**config.mk**
```make
export PLATFORM = sky130hd
export DESIGN_NAME = dht_front_flat
export DESIGN_NICKNAME = d
export VERILOG_FILES = /design/src/dht_pkg.sv /design/src/dht_ifs.sv /design/src/dht_front.sv /design/src/flat_wrapper.sv
export SDC_FILE = /design/constraint.sdc
export NUM_CORES = 1
export LEC_CHECK = 0
export BUFFER_PORTS_ARGS = -buffer_cell sky130_fd_sc_hd__buf_2
export CAP_MARGIN = 40
export CORE_MARGIN = 2
export CORE_UTILIZATION = 45
export CTS_BUF_LIST = sky130_fd_sc_hd__clkbuf_8
export CTS_CLUSTER_DIAMETER = 200
export CTS_CLUSTER_SIZE = 28
export DETAILED_ROUTE_END_ITERATION = 16
export PLACE_DENSITY = 0.79
export REMOVE_ABC_BUFFERS = 1
export SLEW_MARGIN = 10
export SYNTH_ARGS = -nofsm -noshare
export SYNTH_HDL_FRONTEND = slang
export SYNTH_SLANG_ARGS = --single-unit
```
**constraint.sdc**
```tcl
create_clock -name clk -period 4.45 [get_ports clk]
set_input_delay 0.6675 -clock clk [delete_from_list [all_inputs] [get_ports clk]]
set_output_delay 0.6675 -clock clk [all_outputs]
set_load 0.01 [all_outputs]
```
**src/dht_pkg.sv**
```systemverilog
package dht_pkg;

    localparam int DHT_DEPTH = 1024;
    localparam int NW        = 11;    // slot count / index arithmetic width
    localparam int KW        = 32;    // key and value width
    localparam int RW        = 2 * KW + 1;  // ram word: {occupied, key, value}

    localparam logic [1:0] OP_SEARCH = 2'd0;
    localparam logic [1:0] OP_INSERT = 2'd1;
    localparam logic [1:0] OP_DELETE = 2'd2;

    localparam logic [1:0] ST_OK        = 2'd0;
    localparam logic [1:0] ST_NOT_FOUND = 2'd1;
    localparam logic [1:0] ST_DUPLICATE = 2'd2;
    localparam logic [1:0] ST_FULL      = 2'd3;

    localparam logic [NW-1:0] SIZE_RESET = 11'd1021;

    typedef struct packed {
        logic [1:0]    op;
        logic [KW-1:0] key;
        logic [KW-1:0] value;
        logic [NW-1:0] start;
        logic [NW-1:0] step;
    } job_t;

endpackage

```
**src/dht_ifs.sv**
```systemverilog
interface dht_req_if;
    logic        valid;
    logic        ready;
    logic [1:0]  operation;
    logic [31:0] key;
    logic [31:0] value;

    modport source (output valid, operation, key, value, input ready);
    modport sink   (input valid, operation, key, value, output ready);
endinterface


```
**src/dht_front.sv**
```systemverilog
module dht_front (
    input  logic                    clk,
    input  logic                    rst_n,
    dht_req_if.sink                 req,
    input  logic [dht_pkg::NW-1:0]  n,
    input  logic                    clearing,
    output logic                    push,
    output dht_pkg::job_t           push_job,
    input  logic                    can_push
);
    import dht_pkg::*;

    typedef enum logic [2:0] {
        F_IDLE = 3'b001,
        F_DIV  = 3'b010,
        F_PUSH = 3'b100
    } fstate_t;

    fstate_t       state_reg, state_next;
    logic [4:0]    cnt_reg, cnt_next;
    logic [1:0]    op_reg;
    logic [KW-1:0] key_reg;
    logic [KW-1:0] value_reg;
    logic [KW-1:0] sh_reg;
    logic [NW-1:0] rem_a_reg, rem_a_next;
    logic [NW-1:0] rem_b_reg, rem_b_next;

    logic [NW:0] ta, tb, da, db;

    // one quotient bit per cycle for both remainders
    always_comb
    begin
        da = {1'b0, n};
        db = {1'b0, n - NW'(1)};
        ta = {rem_a_reg, sh_reg[KW-1]};
        tb = {rem_b_reg, sh_reg[KW-1]};
        rem_a_next = (ta >= da) ? NW'(ta - da) : NW'(ta);
        rem_b_next = (tb >= db) ? NW'(tb - db) : NW'(tb);
    end

    assign req.ready      = (state_reg == F_IDLE) && !clearing;
    assign push           = (state_reg == F_PUSH);
    assign push_job.op    = op_reg;
    assign push_job.key   = key_reg;
    assign push_job.value = value_reg;
    assign push_job.start = rem_a_reg;
    assign push_job.step  = rem_b_reg + NW'(1);

    always_comb
    begin
        state_next = state_reg;
        cnt_next   = cnt_reg;
        unique case (state_reg)
            F_IDLE:
            begin
                if (req.valid && req.ready)
                begin
                    state_next = F_DIV;
                    cnt_next   = 5'd0;
                end
            end
            F_DIV:
            begin
                cnt_next = cnt_reg + 5'd1;
                if (cnt_reg == 5'd31)
                begin
                    state_next = F_PUSH;
                end
            end
            F_PUSH:
            begin
                if (can_push)
                begin
                    state_next = F_IDLE;
                end
            end
            default:
            begin
                state_next = F_IDLE;
            end
        endcase
    end

    always_ff @(posedge clk or negedge rst_n)
    begin
        if (!rst_n)
        begin
            state_reg <= F_IDLE;
            cnt_reg   <= 5'd0;
        end
        else
        begin
            state_reg <= state_next;
            cnt_reg   <= cnt_next;
        end
    end

    always_ff @(posedge clk)
    begin
        if (req.valid && req.ready)
        begin
            op_reg    <= req.operation;
            key_reg   <= req.key;
            value_reg <= req.value;
            sh_reg    <= req.key;
            rem_a_reg <= '0;
            rem_b_reg <= '0;
        end
        else if (state_reg == F_DIV)
        begin
            sh_reg    <= {sh_reg[KW-2:0], 1'b0};
            rem_a_reg <= rem_a_next;
            rem_b_reg <= rem_b_next;
        end
    end

endmodule

```
**src/flat_wrapper.sv**
```systemverilog
// flat-port wrapper written by rule: the top's interface ports become plain ports
module dht_front_flat import dht_pkg::*;
  (clk, rst_n, n, clearing, push, push_job, can_push, req_valid, req_operation, req_key, req_value, req_ready);
  dht_req_if req_i ();
  input  logic clk;
  input  logic rst_n;
  input  logic [dht_pkg::NW-1:0] n;
  input  logic clearing;
  output logic push;
  output dht_pkg::job_t push_job;
  input  logic can_push;
  input wire logic [$bits(req_i.valid)-1:0] req_valid;
  input wire logic [$bits(req_i.operation)-1:0] req_operation;
  input wire logic [$bits(req_i.key)-1:0] req_key;
  input wire logic [$bits(req_i.value)-1:0] req_value;
  output wire logic [$bits(req_i.ready)-1:0] req_ready;
  assign req_i.valid = req_valid;
  assign req_i.operation = req_operation;
  assign req_i.key = req_key;
  assign req_i.value = req_value;
  assign req_ready = req_i.ready;
  dht_front u_core (.clk(clk), .rst_n(rst_n), .req(req_i), .n(n), .clearing(clearing), .push(push), .push_job(push_job), .can_push(can_push));
endmodule
```
==> results.sh <==
export IMPL_status="complete, no violations"
export IMPL_die_height_um=119
export IMPL_slew_violations=0
export IMPL_die_w_um=119
export IMPL_clockRootBuffer="clkbuf_8"
export IMPL_num_fill_cells=1107
export IMPL_r2r_start="u_core.sh_reg[31]"
export IMPL_dp_hpwl_um=10300
export IMPL_synth_compound_area_share=0.0941
export IMPL_synth_ff_type="edfxtp_1"
export IMPL_finalPower_mw=2.73
export IMPL_swShare=0.261
export IMPL_synth_top_area_frac=0.493
export IMPL_fin_cells=897
export IMPL_endpoint="u_core.rem_b_reg[6]"
export IMPL_clock_sinks=128
export IMPL_cts_resized_gates=0
export IMPL_via_per_inst=5.16
export IMPL_vias=4633
export IMPL_clock_path_buffers=2
export IMPL_worstSkewPairLatency_ps=430
export IMPL_grt_max_degree=49
export IMPL_fmax_mhz=351
export IMPL_grt_pass1_wl_um=21900
export IMPL_portBuffers=171
export IMPL_worst_pin_slew_ps=625
export IMPL_intPower_mw=2.01
export IMPL_async_flop_share=0.0625
export IMPL_postCtsSetupBuffers=0
export IMPL_reg2reg_depth=9
export IMPL_synth_most_common_cell="nand2_1"
export IMPL_holdCritPathClass="input pin to async pin"
export IMPL_setup_ws_ps=1600
export IMPL_multiInputGateArea_um2=2240
export IMPL_seqCellArea_um2=3580
export IMPL_die_area_um2=14200
export IMPL_rsz0062_at_grt="false"
export IMPL_initial_core_util=0.456
export IMPL_antenna_found_initial=0
export IMPL_finalSetupViolations=0
export IMPL_synthMuxAreaShare=0.0184
export IMPL_worst_setup_path_start_kind="input pin"
export IMPL_crit_type="input pin to register"
export IMPL_syn_to_final_growth_pct=24.4
export IMPL_gp_congestion=0.878
export IMPL_crit_arrival_ps=3150
export IMPL_hold_violations=0
export IMPL_crit_start="n[3]"
export IMPL_slew_headroom=0.583
export IMPL_synthTopCellsByCount="nand2_1 (122), edfxtp_1 (98), ha_1 (26), o21ai_0 (24), nor2_1 (23)"
export IMPL_maxCapViolations=0
export IMPL_synth_simple_area_share=0.158
export IMPL_dp_slack_ps=1160
export IMPL_drive_above_1_share=0.305
export IMPL_synth_yosys_seq_area_share=0.601
export IMPL_clockPowerShare=0.356
export IMPL_diodes=0
export IMPL_synth_top_family_by_area="simple AND/OR/NAND/NOR gates"
export IMPL_num_nets_final=818
export IMPL_syn_inst=527
export IMPL_hold_ws_ps=72.4
export IMPL_peakVddDrop_mv=0.170
export IMPL_powerDensity_nw_per_um2=367
export IMPL_fin_util=0.567
export IMPL_path_max_fanout=20
export IMPL_cts_tree="done"
export IMPL_cts_htree_levels=4
export IMPL_netlist_top_cells_area="edfxtp_1 (49%), nand2_1 (7.7%), dfxtp_1 (7.4%), ha_1 (5.4%), xnor2_1 (3.2%)"
export IMPL_avgSynthCellArea_um2=11.3
export IMPL_synth_edf_count=98
export IMPL_tns_ps=0
export IMPL_drtAntennaViolNets=0
export IMPL_grt_pass1_vias=4448
export IMPL_worstSetupEndpointType="register"
export IMPL_ys_ff_latch=128
export IMPL_first_pass_iters=4
export IMPL_pin_count=172
export IMPL_rows=42
export IMPL_wl_per_cell_um=15.5
export IMPL_yosysWarningCount=0
export IMPL_reg2reg_slack_ps=1660
export IMPL_min_period_ps=2850
export IMPL_drc=0
export IMPL_power_frac_comb=0.128
export IMPL_clk_pin_slew_worst_paths_ps=80
export IMPL_cts_hold_buf=0
export IMPL_overflow=0
export IMPL_synthXorXnorAreaFrac=0.0425
export IMPL_drt_iter0_markers=267
export IMPL_fin_crit_sh=0.640
export IMPL_p_leak_nw=3.29
export IMPL_p_sw_mw=0.713
export IMPL_fin_area_um2=7420
export IMPL_seqPwrFrac=0.517
export IMPL_fin_worst_skew_ps=8.36
export IMPL_core_area_um2=13100
export IMPL_numCtsBuffers=17
export IMPL_drt_total_wl_um=13900
export IMPL_rr_endpoint="u_core.rem_a_reg[7]"
export IMPL_grt_usage=0.198
export IMPL_synth_cell_types=51
export IMPL_yosys_area_top_type="edfxtp_1"
export IMPL_cp_required_ps=4750
export IMPL_placed_area_um2=7030
export IMPL_synth_adder_area_share=0.0612
export IMPL_synth_area_um2=5970
export IMPL_dp_cells=865
[critical path, cell delays in order]
cell,delay (ps)
buf_2,120
nor3_1,250
nand3_1,190
nor2_1,160
xnor2_1,130
ha_1,300
a21o_1,220
a211o_1,340
a211oi_2,200
buf_4,270
mux2i_1,210
o21ai_0,80
[how the worst min path moves through the flow]
stage | endpoint | slack [ps] | cells after the start
2_1_floorplan | u_core.cnt_reg[0] | 370 | 0
3_3_place_gp | u_core.cnt_reg[2] | 480 | 1
3_5_place_dp | u_core.sh_reg[2] | 500 | 2
4_1_cts | u_core.cnt_reg[4] | 40 | 1
5_1_grt | u_core.cnt_reg[4] | 50 | 1
6_report | u_core.cnt_reg[4] | 70 | 1
[kinds of logic (layout without fill, tap and decap cells)]
group | count (synthesis) | in the layout
buffers and inverters | 36 | 230
and+or+nand+nor | 209 | 209
AOI/OAI and AO/OA | 86 | 86
adders and majority gates | 28 | 28
muxes | 11 | 11
xor gates and xnor gates | 29 | 29
DFF | 128 | 128
[metal layers]
metal / share of wire / global-route usage / wire length, um
met1: 0.43 / 0.243 / 5900
met2: 0.50 / 0.344 / 6880
met3: 0.069 / 0.0527 / 956
met4: 0.0092 / 0.0536 / 127
met5: 0 / 0 / 0
[cell type report]
type,count,share of cell area
timing repair buffer,178,0.122
clock buffer,17,0.0315
sequential,128,0.483
tap,176,0.0297
multi-input combinational,363,0.302
clock inverter,15,0.0216
inverter,20,0.0103
[power by group through the flow]
stage	Combinational (mW)	Clock, mW	Sequential (mW)
after global placement	0.340	0	1.43
after global routing	0.390	1.05	1.42
after detailed placement	0.351	0	1.43
final	0.348	0.970	1.41
after CTS	0.353	1.00	1.41
after floorplan	0.186	0	1.45
[layout by cell type, fill, tap and decap left out, types with 7 or more instances in the layout]
master,netlist,routed
a21oi_1,20,20
buf_2,1,171
o21ai_0,24,24
nand2_1,122,121
nor2_1,23,23
ha_1,26,26
nor3_1,8,8
and3_1,8,8
nand3_1,20,20
xor2_1,7,7
inv_1,19,19
xnor2_1,22,22
clkbuf_8,0,17
mux2i_1,11,11
buf_4,3,7
edfxtp_1,98,98
dfrtp_1,7,7
dfxtp_1,22,22
No activity file was read; power rests on OpenSTA's default activity.
