$ cat src/dht_pkg.sv
package dht_pkg;

    localparam int DHT_DEPTH = 1024;
    localparam int NW        = 11;    // slot count / index arithmetic width
    localparam int KW        = 32;    // key and value width
    localparam int RW        = 2 * KW + 1;  // ram word: {occupied, key, value}

    localparam logic [1:0] OP_SEARCH = 2'd0;
    localparam logic [1:0] OP_INSERT = 2'd1;
    localparam logic [1:0] OP_DELETE = 2'd2;

    localparam logic [1:0] ST_OK        = 2'd0;
    localparam logic [1:0] ST_NOT_FOUND = 2'd1;
    localparam logic [1:0] ST_DUPLICATE = 2'd2;
    localparam logic [1:0] ST_FULL      = 2'd3;

    localparam logic [NW-1:0] SIZE_RESET = 11'd1021;

    typedef struct packed {
        logic [1:0]    op;
        logic [KW-1:0] key;
        logic [KW-1:0] value;
        logic [NW-1:0] start;
        logic [NW-1:0] step;
    } job_t;

endpackage

$ cat src/dht_queue.sv
module dht_queue (
    input  logic          clk,
    input  logic          rst_n,
    input  logic          push,
    input  dht_pkg::job_t push_job,
    output logic          can_push,
    input  logic          pop,
    output dht_pkg::job_t pop_job,
    output logic          can_pop
);
    import dht_pkg::*;

    job_t       entry_reg [2];
    logic       wr_ptr_reg, wr_ptr_next;
    logic       rd_ptr_reg, rd_ptr_next;
    logic [1:0] cnt_reg, cnt_next;

    assign can_push = (cnt_reg != 2'd2);
    assign can_pop  = (cnt_reg != 2'd0);
    assign pop_job  = entry_reg[rd_ptr_reg];

    always_comb
    begin
        wr_ptr_next = wr_ptr_reg;
        rd_ptr_next = rd_ptr_reg;
        cnt_next    = cnt_reg;
        if (push && can_push)
        begin
            wr_ptr_next = ~wr_ptr_reg;
        end
        if (pop && can_pop)
        begin
            rd_ptr_next = ~rd_ptr_reg;
        end
        if ((push && can_push) && !(pop && can_pop))
        begin
            cnt_next = cnt_reg + 2'd1;
        end
        else if (!(push && can_push) && (pop && can_pop))
        begin
            cnt_next = cnt_reg - 2'd1;
        end
    end

    always_ff @(posedge clk or negedge rst_n)
    begin
        if (!rst_n)
        begin
            wr_ptr_reg <= 1'b0;
            rd_ptr_reg <= 1'b0;
            cnt_reg    <= 2'd0;
        end
        else
        begin
            wr_ptr_reg <= wr_ptr_next;
            rd_ptr_reg <= rd_ptr_next;
            cnt_reg    <= cnt_next;
        end
    end

    always_ff @(posedge clk)
    begin
        if (push && can_push)
        begin
            entry_reg[wr_ptr_reg] <= push_job;
        end
    end

endmodule

$ cat config.mk
export PLATFORM = sky130hd
export DESIGN_NAME = dht_queue
export DESIGN_NICKNAME = d
export VERILOG_FILES = /design/src/dht_pkg.sv /design/src/dht_queue.sv
export SDC_FILE = /design/constraint.sdc
export NUM_CORES = 1
export LEC_CHECK = 0
export BUFFER_PORTS_ARGS = -buffer_cell sky130_fd_sc_hd__buf_2
export CORE_ASPECT_RATIO = 2
export CORE_MARGIN = 4
export CORE_UTILIZATION = 55
export CTS_CLUSTER_DIAMETER = 40
export DETAILED_ROUTE_END_ITERATION = 6
export GPL_TIMING_DRIVEN = 0
export PLACE_DENSITY = 0.84
export SYNTH_ARGS = -nofsm -noshare
export SYNTH_HDL_FRONTEND = slang
export SYNTH_SLANG_ARGS = --single-unit
$ cat constraint.sdc
create_clock -name clk -period 14.5 [get_ports clk]
set_clock_uncertainty 0.1 [all_clocks]
set_input_delay 3.625 -clock clk [delete_from_list [all_inputs] [get_ports clk]]
set_output_delay 3.625 -clock clk [all_outputs]
set_load 0.02 [all_outputs]
==> results.sh, run 1 <==
export IMPL_outcome="finished clean"
export IMPL_vdd_ir_drop_max_mv=0.211
export IMPL_synth_seq_cells=180
export IMPL_gp_congestion=0.760
export IMPL_avgSynthCellArea_um2=22.5
export IMPL_cp_common_cell="buf_2"
export IMPL_initial_core_util_pct=56.2
export IMPL_p_sw_share_pct=33.1
export IMPL_grt_max_degree=53
export IMPL_cp_buffers_inverters=3
export IMPL_fin_ws_ns=9.06
export IMPL_firstDrtPassIters=4
export IMPL_cts_tree="built"
export IMPL_post_dp_hpwl_mm=9.08
export IMPL_synth_top_area_share_pct=80.4
export IMPL_met1_usage_pct=18.6
export IMPL_holdBufCountCts=0
export IMPL_met3_usage_pct=4.46
export IMPL_crit_arrival_ns=1.71
export IMPL_post_place_ws_ns=9.29
export IMPL_max_stage_delay_ns=0.37
export IMPL_hold_violations=0
export IMPL_pwr_density_cell_nw_per_um2=213
export IMPL_hold_slack_ns=0.400
export IMPL_numPortBuffers=181
export IMPL_p_switching_w=0.000587
export IMPL_grt_pass1_vias=3773
export IMPL_period_needed_ns=5.44
export IMPL_synthCells=292
export IMPL_p_comb_share_pct=34.6
export IMPL_htreeDepth=4
export IMPL_p_clk_share_pct=23.7
export IMPL_grt_overflow_total=0
export IMPL_vias_per_cell=5.16
export IMPL_use_met2_pct=35.2
export IMPL_rows=56
export IMPL_total_power_w=0.00177
export IMPL_antenna_found_initial=3
export IMPL_cp_start_kind="register"
export IMPL_cp_max_fo=10
export IMPL_drtIter0Drc=172
export IMPL_ios=182
export IMPL_die_height_um=163
export IMPL_rsz0062_at_grt="false"
export IMPL_drive_above_1_share_pct=62.2
export IMPL_area_growth_pct=26.7
export IMPL_cp_required_ns=10.77
export IMPL_cts_buffers=17
export IMPL_clkTransAtPathRegs_ns=0.07
export IMPL_slew_headroom_pct=62.6
export IMPL_critical_path_class="register to output pin"
export IMPL_cts_root_buf="clkbuf_16"
export IMPL_p_int_w=0.00118
export IMPL_post_route_period_util_pct=37.5
export IMPL_cts_sinks=180
export IMPL_num_nets_final=589
export IMPL_synth_top_cells_by_area="edfxtp_1 80%, mux2_2 13%, mux2_4 2.3%, dfrtp_1 1.5%, buf_2 0.53%"
export IMPL_wl_per_cell_um=19.2
export IMPL_fmax_mhz=184
export IMPL_dieWidth_um=85.3
export IMPL_worst_slew_pin_slew_ns=0.559
export IMPL_crit_family="buffers and inverters"
export IMPL_cts_resized=0
export IMPL_hold_class="register to register"
export IMPL_slowest_stage="mux2_2"
export IMPL_final_max_slew_viol_count=0
export IMPL_core_area_um2=11700
export IMPL_fin_cells=656
export IMPL_synth_largest_area_cell="edfxtp_1"
export IMPL_ant_nets=0
export IMPL_placedCellCount=622
export IMPL_wl_mm=12.6
export IMPL_die_area_um2=13900
export IMPL_cp_cell_sequence="buf_6 -> buf_2 -> mux2_2 -> buf_2"
export IMPL_drc=0
export IMPL_grt_most_used_layer="met2"
export IMPL_synthDistinctLibCells=15
export IMPL_syn_area_um2=6580
export IMPL_yosys_warnings=0
export IMPL_synth_seq_area_share_pct=81.9
export IMPL_grt_total_usage_pct=18.8
export IMPL_grt_pass1_wl_mm=19.4
export IMPL_critPathCaptureType="output pin"
export IMPL_seq_power_share_pct=41.7
export IMPL_dr_total_vias=3382
export IMPL_max_cap_viol_count=0
export IMPL_cts_max_path_buffers=2
export IMPL_setup_viol=0
export IMPL_leakagePower_nw=3.18
export IMPL_synth_nets=385
export IMPL_largest_reg_flops=176
export IMPL_fin_tns_setup_ns=0
export IMPL_cts_setup_buffers=0
export IMPL_worstSkewPairLatency_ns=0.41
==> cell usage after synthesis <==
cell / n
nand2_1: 2
nor2_1: 2
xor2_1: 2
buf_2: 7
dfrtp_1: 4
and3_1: 1
or2_2: 1
xnor2_1: 3
mux2_2: 78
edfxtp_1: 176
buf_6: 3
mux2_4: 10
nand2b_1: 1
inv_1: 1
ha_1: 1
==> final cells by class <==
| cell class | count | area (um2) |
|---|---|---|
| Tap cell | 145 | 181 |
| Inverter | 1 | 3.75 |
| Sequential cell | 180 | 5390 |
| Clock buffer | 17 | 425 |
| Antenna cell | 3 | 7.51 |
| Clock inverter | 14 | 120 |
| Timing Repair Buffer | 185 | 1010 |
| Fill cell | 751 | 3370 |
| Multi-Input combinational cell | 101 | 1130 |
| Buffer | 10 | 68.8 |
==> through the flow <==
step | cell area, um2 | util [%]
CTS | 8320 | 71.1
global route | 8330 | 71.2
detailed placement | 7780 | 66.5
floorplan | 6580 | -
finish | 8330 | 71.2
global placement | 7660 | 65.5
==> final timing paths <==
kind,slack (ns),cells past startpoint,endpoint,from
setup / recovery,9.06,4,pop_job[16],rd_ptr_reg$_DFFE_PN0P_
hold / removal,0.40,1,cnt_reg[1]$_DFFE_PN0P_,cnt_reg[1]$_DFFE_PN0P_
setup reg to reg,12.42,5,entry_reg[0][64]$_DFFE_PP_,cnt_reg[0]$_DFFE_PN0P_
hold reg to reg,0.40,1,cnt_reg[1]$_DFFE_PN0P_,cnt_reg[1]$_DFFE_PN0P_
max in group asynchronous,11.28,1,wr_ptr_reg$_DFFE_PN0P_,rst_n
min in group asynchronous,2.90,1,cnt_reg[1]$_DFFE_PN0P_,rst_n
==> routing by layer <==
layer,up-vias,part of all wire [%],wire (um)
met5,-,0,0
met4,0,3.5,447
met3,24,4.5,567
met2,119,60,7550
met1,1669,32,4030
li1,1570,-,-
==> cells in the final DEF, fill, tap and decap left out, drive strengths merged <==
| master | synthesis | final |
|---|---|---|
| buf | 10 | 195 |
| edfxtp | 176 | 176 |
| mux2 | 88 | 88 |
| clkbuf | 0 | 17 |
| inv | 1 | 9 |
| dfrtp | 4 | 4 |
| diode | 0 | 3 |
| xnor2 | 3 | 3 |
| clkinvlp | 0 | 3 |
| clkinv | 0 | 3 |
| nand2 | 2 | 2 |
| xor2 | 2 | 2 |
| nor2 | 2 | 2 |
| nand2b | 1 | 1 |
| or2 | 1 | 1 |
| and3 | 1 | 1 |
| ha | 1 | 1 |
==> cells by family after synthesis <==
logic type               share of synthesized area, %
flip-flops                                       81.9
adder cells (fa/ha/maj)                         0.190
multiplexers                                     15.6
buffers and inverters                            1.10
AND/OR/NAND/NOR                                 0.514
XOR/XNOR                                        0.666
==> worst reg2reg max path: stages, from the launching register on <==
cell and delay, ns:
dfrtp_1 0.41, nand2b_1 0.16, nand2_1 0.14, nor2_4 0.47, buf_16 0.24, buf_12 0.24
==> power groups by stage <==
stage | clock [W] | combinational (W) | sequential [W]
finish | 0.000419 | 0.000613 | 0.000739
global route | 0.000451 | 0.000653 | 0.000750
detailed placement | 0 | 0.000622 | 0.000751
global placement | 0 | 0.000585 | 0.000764
floorplan | 0 | 0.000415 | 0.000754
CTS | 0.000427 | 0.000624 | 0.000741
(Power assumes the default switching activity.)
==> run 2, diff against run 1 <==
--- a/config.mk
+++ b/config.mk
@@ -5,14 +5,15 @@
 export SDC_FILE = /design/constraint.sdc
 export NUM_CORES = 1
 export LEC_CHECK = 0
+export ABC_AREA = 1
 export BUFFER_PORTS_ARGS = -buffer_cell sky130_fd_sc_hd__buf_2
 export CORE_ASPECT_RATIO = 2
 export CORE_MARGIN = 4
-export CORE_UTILIZATION = 55
+export CORE_UTILIZATION = 52
 export CTS_CLUSTER_DIAMETER = 40
 export DETAILED_ROUTE_END_ITERATION = 6
 export GPL_TIMING_DRIVEN = 0
-export PLACE_DENSITY = 0.84
+export PLACE_DENSITY = 0.8
 export SYNTH_ARGS = -nofsm -noshare
 export SYNTH_HDL_FRONTEND = slang
 export SYNTH_SLANG_ARGS = --single-unit
==> constraint.sdc (replaced) <==
create_clock -name clk -period 5.5 [get_ports clk]
set_clock_uncertainty 0.1 [all_clocks]
set_input_delay 1.375 -clock clk [delete_from_list [all_inputs] [get_ports clk]]
set_output_delay 1.375 -clock clk [all_outputs]
set_load 0.02 [all_outputs]
==> run 2 against run 1 <==
  * Register-to-register slack worse by 9.1 ns
  * Global-route usage down 0.071 points
  * Largest power group unchanged
  * Sequential share of layout area down 0.93 points
  * Wire length up 7.1%
  * Critical endpoint is now pop_job[74]
  * Sequential power rose to 2.6 times the previous value
  * Non-clock buffer count up 11
==> results.sh, run 2 <==
export IMPL_setup_viol=0
export IMPL_dr_total_vias=4197
export IMPL_cp_buffers_inverters=5
export IMPL_drive_above_1_share_pct=33.7
export IMPL_dieWidth_um=87.7
export IMPL_grt_max_degree=32
export IMPL_synth_largest_area_cell="edfxtp_1"
export IMPL_cts_setup_buffers=0
export IMPL_slowest_stage="dfrtp_1"
export IMPL_synthArstFlopShare_pct=2.22
export IMPL_cts_root_buf="clkbuf_16"
export IMPL_drtIter0Drc=230
export IMPL_yosys_top_cells_count="274 x nand2_1, 176 x edfxtp_1, 14 x buf_2, 6 x inv_1, 4 x dfrtp_1"
export IMPL_rows=58
export IMPL_final_cell_mix="274 x nand2_1, 195 x buf_2, 176 x edfxtp_1, 17 x clkbuf_16, 6 x inv_1"
export IMPL_critical_path_class="register to output pin"
export IMPL_synth_seq_area_share_pct=81.5
export IMPL_fin_cells=858
export IMPL_grt_total_usage_pct=18.7
export IMPL_fin_area_um2=8450
export IMPL_grt_pass1_wl_mm=20.5
export IMPL_seq_power_share_pct=39.6
export IMPL_yosys_warnings=0
export IMPL_die_area_um2=14700
export IMPL_cts_tree="built"
export IMPL_largest_reg_flops=176
export IMPL_cp_cell_sequence="buf_4 -> inv_4 -> buf_6 -> buf_6 -> nand2_1 -> nand2_1 -> buf_2"
export IMPL_hold_class="register to register"
export IMPL_synth_top_area_share_pct=79.9
export IMPL_p_sw_share_pct=36.9
export IMPL_final_max_slew_viol_count=0
export IMPL_period_needed_ns=3.14
export IMPL_hold_violations=0
export IMPL_synthCells=488
export IMPL_fmax_mhz=319
export IMPL_fin_util_pct=67.3
export IMPL_worstSkewPairLatency_ns=0.42
export IMPL_p_comb_share_pct=36.6
export IMPL_die_height_um=167
export IMPL_total_power_w=0.00492
export IMPL_initial_core_util_pct=52.7
export IMPL_placedCellCount=825
export IMPL_synth_ff_type="edfxtp_1"
export IMPL_ant_nets=0
export IMPL_gp_congestion=0.775
export IMPL_wl_mm=13.5
export IMPL_cts_max_path_buffers=2
export IMPL_max_stage_delay_ns=0.36
export IMPL_crit_family="buffers and inverters"
export IMPL_num_nets_final=787
export IMPL_post_dp_hpwl_mm=9.82
export IMPL_worst_slew_pin_slew_ns=0.696
export IMPL_place_area_um2=7870
export IMPL_p_switching_w=0.00182
export IMPL_htreeDepth=4
export IMPL_cts_resized=0
export IMPL_cts_sinks=180
export IMPL_syn_area_um2=6610
export IMPL_core_area_um2=12600
export IMPL_slew_headroom_pct=53.5
export IMPL_wl_per_cell_um=15.7
export IMPL_synth_nets=581
export IMPL_cp_max_fo=10
export IMPL_post_route_period_util_pct=57.0
export IMPL_drc=0
export IMPL_synth_edff_count=176
export IMPL_cts_buffers=17
export IMPL_outcome="finished clean"
export IMPL_cp_start_kind="register"
export IMPL_cp_required_ns=4.03
export IMPL_grt_pass1_vias=4270
export IMPL_numPortBuffers=181
export IMPL_synthDistinctLibCells=14
export IMPL_grt_overflow_total=0
export IMPL_avgSynthCellArea_um2=13.5
export IMPL_final_common_cell="nand2_1"
export IMPL_clkTransAtPathRegs_ns=0.06
export IMPL_leakagePower_nw=3.70
export IMPL_yosysMostFrequentCell="nand2_1"
export IMPL_vdd_ir_drop_max_mv=0.379
export IMPL_crit_arrival_ns=1.66
export IMPL_holdBufCountCts=0
export IMPL_antenna_found_initial=3
export IMPL_vias_per_cell=4.89
export IMPL_synth_top_cells_by_area="edfxtp_1 80%, nand2_1 16%, dfrtp_1 1.5%, buf_2 1.1%, buf_4 0.34%"
export IMPL_rsz0062_at_grt="false"
export IMPL_pwr_density_cell_nw_per_um2=582
export IMPL_p_int_w=0.00310
export IMPL_area_growth_pct=27.9
export IMPL_fin_tns_setup_ns=0
export IMPL_synth_seq_cells=180
export IMPL_max_cap_viol_count=0
export IMPL_p_clk_share_pct=23.8
export IMPL_firstDrtPassIters=4
export IMPL_critPathCaptureType="output pin"
export IMPL_ios=182
## run 2: layout make-up
cell class | count | area [um2]
Fill cell | 896 | 4100
Timing Repair Buffer | 187 | 1060
Sequential cell | 180 | 5390
Multi-Input combinational cell | 282 | 1100
Buffer | 19 | 115
Inverter | 7 | 28.8
Clock buffer | 19 | 433
Clock inverter | 13 | 148
Tap cell | 150 | 188
Antenna cell | 1 | 2.50
## run 2: worst register-to-register path, cell delays in order (launching register included)
cell and delay [ns]:
dfrtp_1 0.38, inv_1 0.09, nand2_1 0.10, nand2_1 0.18, nor2_4 0.59, buf_16 0.25
buf_16 0.18
## run 2: cells by family (layout without fill, tap and decap cells)
kind of cell | count (synthesis) | count (layout) | synth area share, %
other | 0 | 1 | 0
XOR/XNOR | 2 | 2 | 0.265
flip-flops | 180 | 180 | 81.5
adder cells (fa/ha/maj) | 1 | 1 | 0.189
buffers and inverters | 26 | 245 | 2.18
AND/OR/NAND/NOR | 279 | 279 | 15.9
## run 2: per-stage QoR
| stage | hold slack (ns) | setup WS (ns) |
|---|---|---|
| after global placement | 0.378 | -2.02 |
| final | 0.410 | 2.36 |
| after global routing | 0.458 | 2.25 |
| after floorplan | 0.362 | -0.294 |
| after detailed placement | 0.396 | 2.44 |
| after CTS | 0.410 | 2.32 |
## run 2: power by group through the flow
stage                     registers, W  clock network, W  logic, W
after floorplan                0.00200                 0   0.00112
after global placement         0.00203                 0   0.00169
after detailed placement       0.00198                 0   0.00183
after CTS                      0.00195           0.00120   0.00183
after global routing           0.00197           0.00126   0.00196
final                          0.00195           0.00117   0.00180
## run 2: per-layer routing
metal / vias up / routed length (um) / part of all wire, % / track usage [%]
met5: - / 34 / 0.25 / 0
met4: 4 / 507 / 3.8 / 10.2
met3: 36 / 816 / 6.0 / 5.12
met2: 146 / 7760 / 58 / 34.9
met1: 1948 / 4370 / 32 / 17.5
li1: 2063 / - / - / -
## run 2: path summary, 6_finish.rpt
path | start | endpoint | slack (ns) | depth (start not counted)
worst max-delay path | rd_ptr_reg$_DFFE_PN0P_ | pop_job[74] | 2.36 | 7
worst max register to register | cnt_reg[0]$_DFFE_PN0P_ | entry_reg[1][23]$_DFFE_PP_ | 3.33 | 6
max in group asynchronous | rst_n | rd_ptr_reg$_DFFE_PN0P_ | 4.53 | 1
min in group asynchronous | rst_n | wr_ptr_reg$_DFFE_PN0P_ | 0.65 | 1
worst min register to register | cnt_reg[1]$_DFFE_PN0P_ | cnt_reg[1]$_DFFE_PN0P_ | 0.41 | 2
worst min-delay path | cnt_reg[1]$_DFFE_PN0P_ | cnt_reg[1]$_DFFE_PN0P_ | 0.41 | 2
==> run 3, diff against run 2 <==
==> constraint.sdc (replaced) <==
create_clock -name clk -period 3 [get_ports clk]
set_clock_uncertainty 0.1 [all_clocks]
set_input_delay 0.75 -clock clk [delete_from_list [all_inputs] [get_ports clk]]
set_output_delay 0.75 -clock clk [all_outputs]
set_load 0.02 [all_outputs]
==> run 3 against run 2 <==
  * Global-route usage up 0.89 points
  * Critical path depth unchanged
  * Non-clock buffer count unchanged
  * Highest routed layer is now met4
  * Register-to-register slack got worse by 2.5 ns
  * Core utilization is 0.21 points higher
  * Largest cell class unchanged
  * Cell count is 0.12% higher
==> results.sh, run 3 (synthesis results as in run 2) <==
export IMPL_worst_slew_pin_slew_ns=0.680
export IMPL_worstSkewPairLatency_ns=0.41
export IMPL_fmax_mhz=394
export IMPL_die_area_um2=14700
export IMPL_drive_above_1_share_pct=33.8
export IMPL_wl_per_cell_um=16.1
export IMPL_crit_family="buffers and inverters"
export IMPL_grt_pass1_wl_mm=21.4
export IMPL_wl_mm=13.9
export IMPL_path_depth=7
export IMPL_fin_cells=859
export IMPL_hold_slack_ns=0.0313
export IMPL_firstDrtPassIters=5
export IMPL_post_place_ws_ns=0.500
export IMPL_final_max_slew_viol_count=0
export IMPL_fin_tns_setup_ns=0
export IMPL_post_dp_hpwl_mm=10.1
export IMPL_dieWidth_um=87.7
export IMPL_rsz0062_at_grt="false"
export IMPL_max_cap_viol_count=0
export IMPL_post_route_period_util_pct=84.5
export IMPL_cts_root_buf="clkbuf_16"
export IMPL_num_nets_final=787
export IMPL_register_area_um2=5390
export IMPL_leakagePower_nw=3.71
export IMPL_vdd_ir_drop_max_mv=0.637
export IMPL_critPathCaptureType="output pin"
export IMPL_rows=58
export IMPL_cts_max_path_buffers=2
export IMPL_fill_cells=912
export IMPL_largest_reg_flops=176
export IMPL_p_comb_share_pct=36.3
export IMPL_htreeDepth=4
export IMPL_cts_setup_buffers=0
export IMPL_slowest_stage="dfrtp_1"
export IMPL_gp_congestion=0.753
export IMPL_grt_total_usage_pct=19.6
export IMPL_max_stage_delay_ns=0.36
export IMPL_p_clk_share_pct=24.5
export IMPL_die_height_um=167
export IMPL_cp_required_ns=2.15
export IMPL_cp_start_kind="register"
export IMPL_clkTransAtPathRegs_ns=0.06
export IMPL_dr_total_vias=4218
export IMPL_hold_violations=0
export IMPL_hold_class="input port to asynchronous set/reset pin"
export IMPL_cts_sinks=180
export IMPL_initial_core_util_pct=52.7
export IMPL_place_area_um2=7870
export IMPL_ios=182
export IMPL_r2r_start="cnt_reg[0]$_DFFE_PN0P_"
export IMPL_cts_buffers=17
export IMPL_cts_tree="built"
export IMPL_slew_headroom_pct=54.5
export IMPL_crit_end="pop_job[71]"
export IMPL_r2r_cells=6
export IMPL_area_growth_pct=28.3
export IMPL_antenna_found_initial=1
export IMPL_r2r_end="entry_reg[0][63]$_DFFE_PP_"
export IMPL_vias_per_cell=4.91
export IMPL_placedCellCount=825
export IMPL_crit_start="rd_ptr_reg$_DFFE_PN0P_"
export IMPL_holdBufCountCts=0
export IMPL_outcome="finished clean"
export IMPL_core_area_um2=12600
export IMPL_seq_power_share_pct=39.2
export IMPL_critical_path_class="register to output pin"
export IMPL_final_cell_mix="274 x nand2_1, 195 x buf_2, 176 x edfxtp_1, 17 x clkbuf_16, 6 x inv_1"
export IMPL_cp_cell_sequence="buf_4 -> inv_4 -> buf_6 -> buf_6 -> nand2_1 -> nand2_1 -> buf_2"
export IMPL_cp_buffers_inverters=5
export IMPL_cts_resized=0
export IMPL_final_common_cell="nand2_1"
export IMPL_pwr_density_cell_nw_per_um2=1070
export IMPL_multi_input_comb_area_um2=1100
export IMPL_r2r_slack_ns=0.79
export IMPL_numPortBuffers=181
export IMPL_p_sw_share_pct=36.6
export IMPL_p_switching_w=0.00333
export IMPL_p_int_w=0.00577
export IMPL_grt_pass1_vias=4394
export IMPL_fin_area_um2=8480
export IMPL_ant_nets=0
export IMPL_grt_overflow_total=0
export IMPL_drtIter0Drc=217
export IMPL_cp_max_fo=10
export IMPL_setup_viol=0
export IMPL_grt_max_degree=31
export IMPL_period_needed_ns=2.54
export IMPL_fin_ws_ns=0.464
export IMPL_drc=0
export IMPL_crit_arrival_ns=1.69
[run 3: per-layer routing]
metal	vias up	GRT usage (%)	share of wire, %
met5	-	0	0
met4	0	8.48	3.0
met3	32	4.33	4.5
met2	135	37.7	59
met1	1993	18.9	34
li1	2058	-	-
[run 3: layout make-up]
cell class,instances,share of cell area [%]
Multi-Input combinational cell,282,12.9
Clock buffer,19,5.11
Timing Repair Buffer,187,12.5
Sequential cell,180,63.5
Clock inverter,13,2.02
Buffer,19,1.36
Antenna cell,2,0.0590
Tap cell,150,2.21
Inverter,7,0.339
[run 3: power by group through the flow]
stage	combinational, W	clock [W]	sequential [W]
2_1_floorplan	0.00206	0	0.00363
3_3_place_gp	0.00310	0	0.00367
3_5_place_dp	0.00335	0	0.00363
4_1_cts	0.00336	0.00227	0.00357
5_1_grt	0.00361	0.00239	0.00361
6_report	0.00331	0.00223	0.00357
[run 3: worst min-delay path by stage]
stage | startpoint | end | slack [ns] | cells past startpoint
3_3_place_gp | cnt_reg[1]$_DFFE_PN0P_ | cnt_reg[1]$_DFFE_PN0P_ | 0.38 | 2
2_1_floorplan | rst_n | cnt_reg[0]$_DFFE_PN0P_ | 0.35 | 0
6_report | rst_n | wr_ptr_reg$_DFFE_PN0P_ | 0.03 | 1
4_1_cts | rst_n | wr_ptr_reg$_DFFE_PN0P_ | 0.01 | 1
5_1_grt | rst_n | wr_ptr_reg$_DFFE_PN0P_ | 0.02 | 1
3_5_place_dp | cnt_reg[0]$_DFFE_PN0P_ | cnt_reg[0]$_DFFE_PN0P_ | 0.43 | 1
[run 3: stage by stage]
stage | power [W] | utilization (%)
after floorplan | 0.00569 | -
after global placement | 0.00677 | 61.4
after detailed placement | 0.00698 | 62.7
after CTS | 0.00921 | 67.5
after global routing | 0.00961 | 67.5
final | 0.00911 | 67.5
[run 3: worst reg2reg max path: stages (launching register included)]
cell     delay [ns]
dfrtp_1        0.39
inv_1          0.10
nand2_1        0.09
nand2_1        0.18
nor2_4         0.58
buf_16         0.25
buf_12         0.22
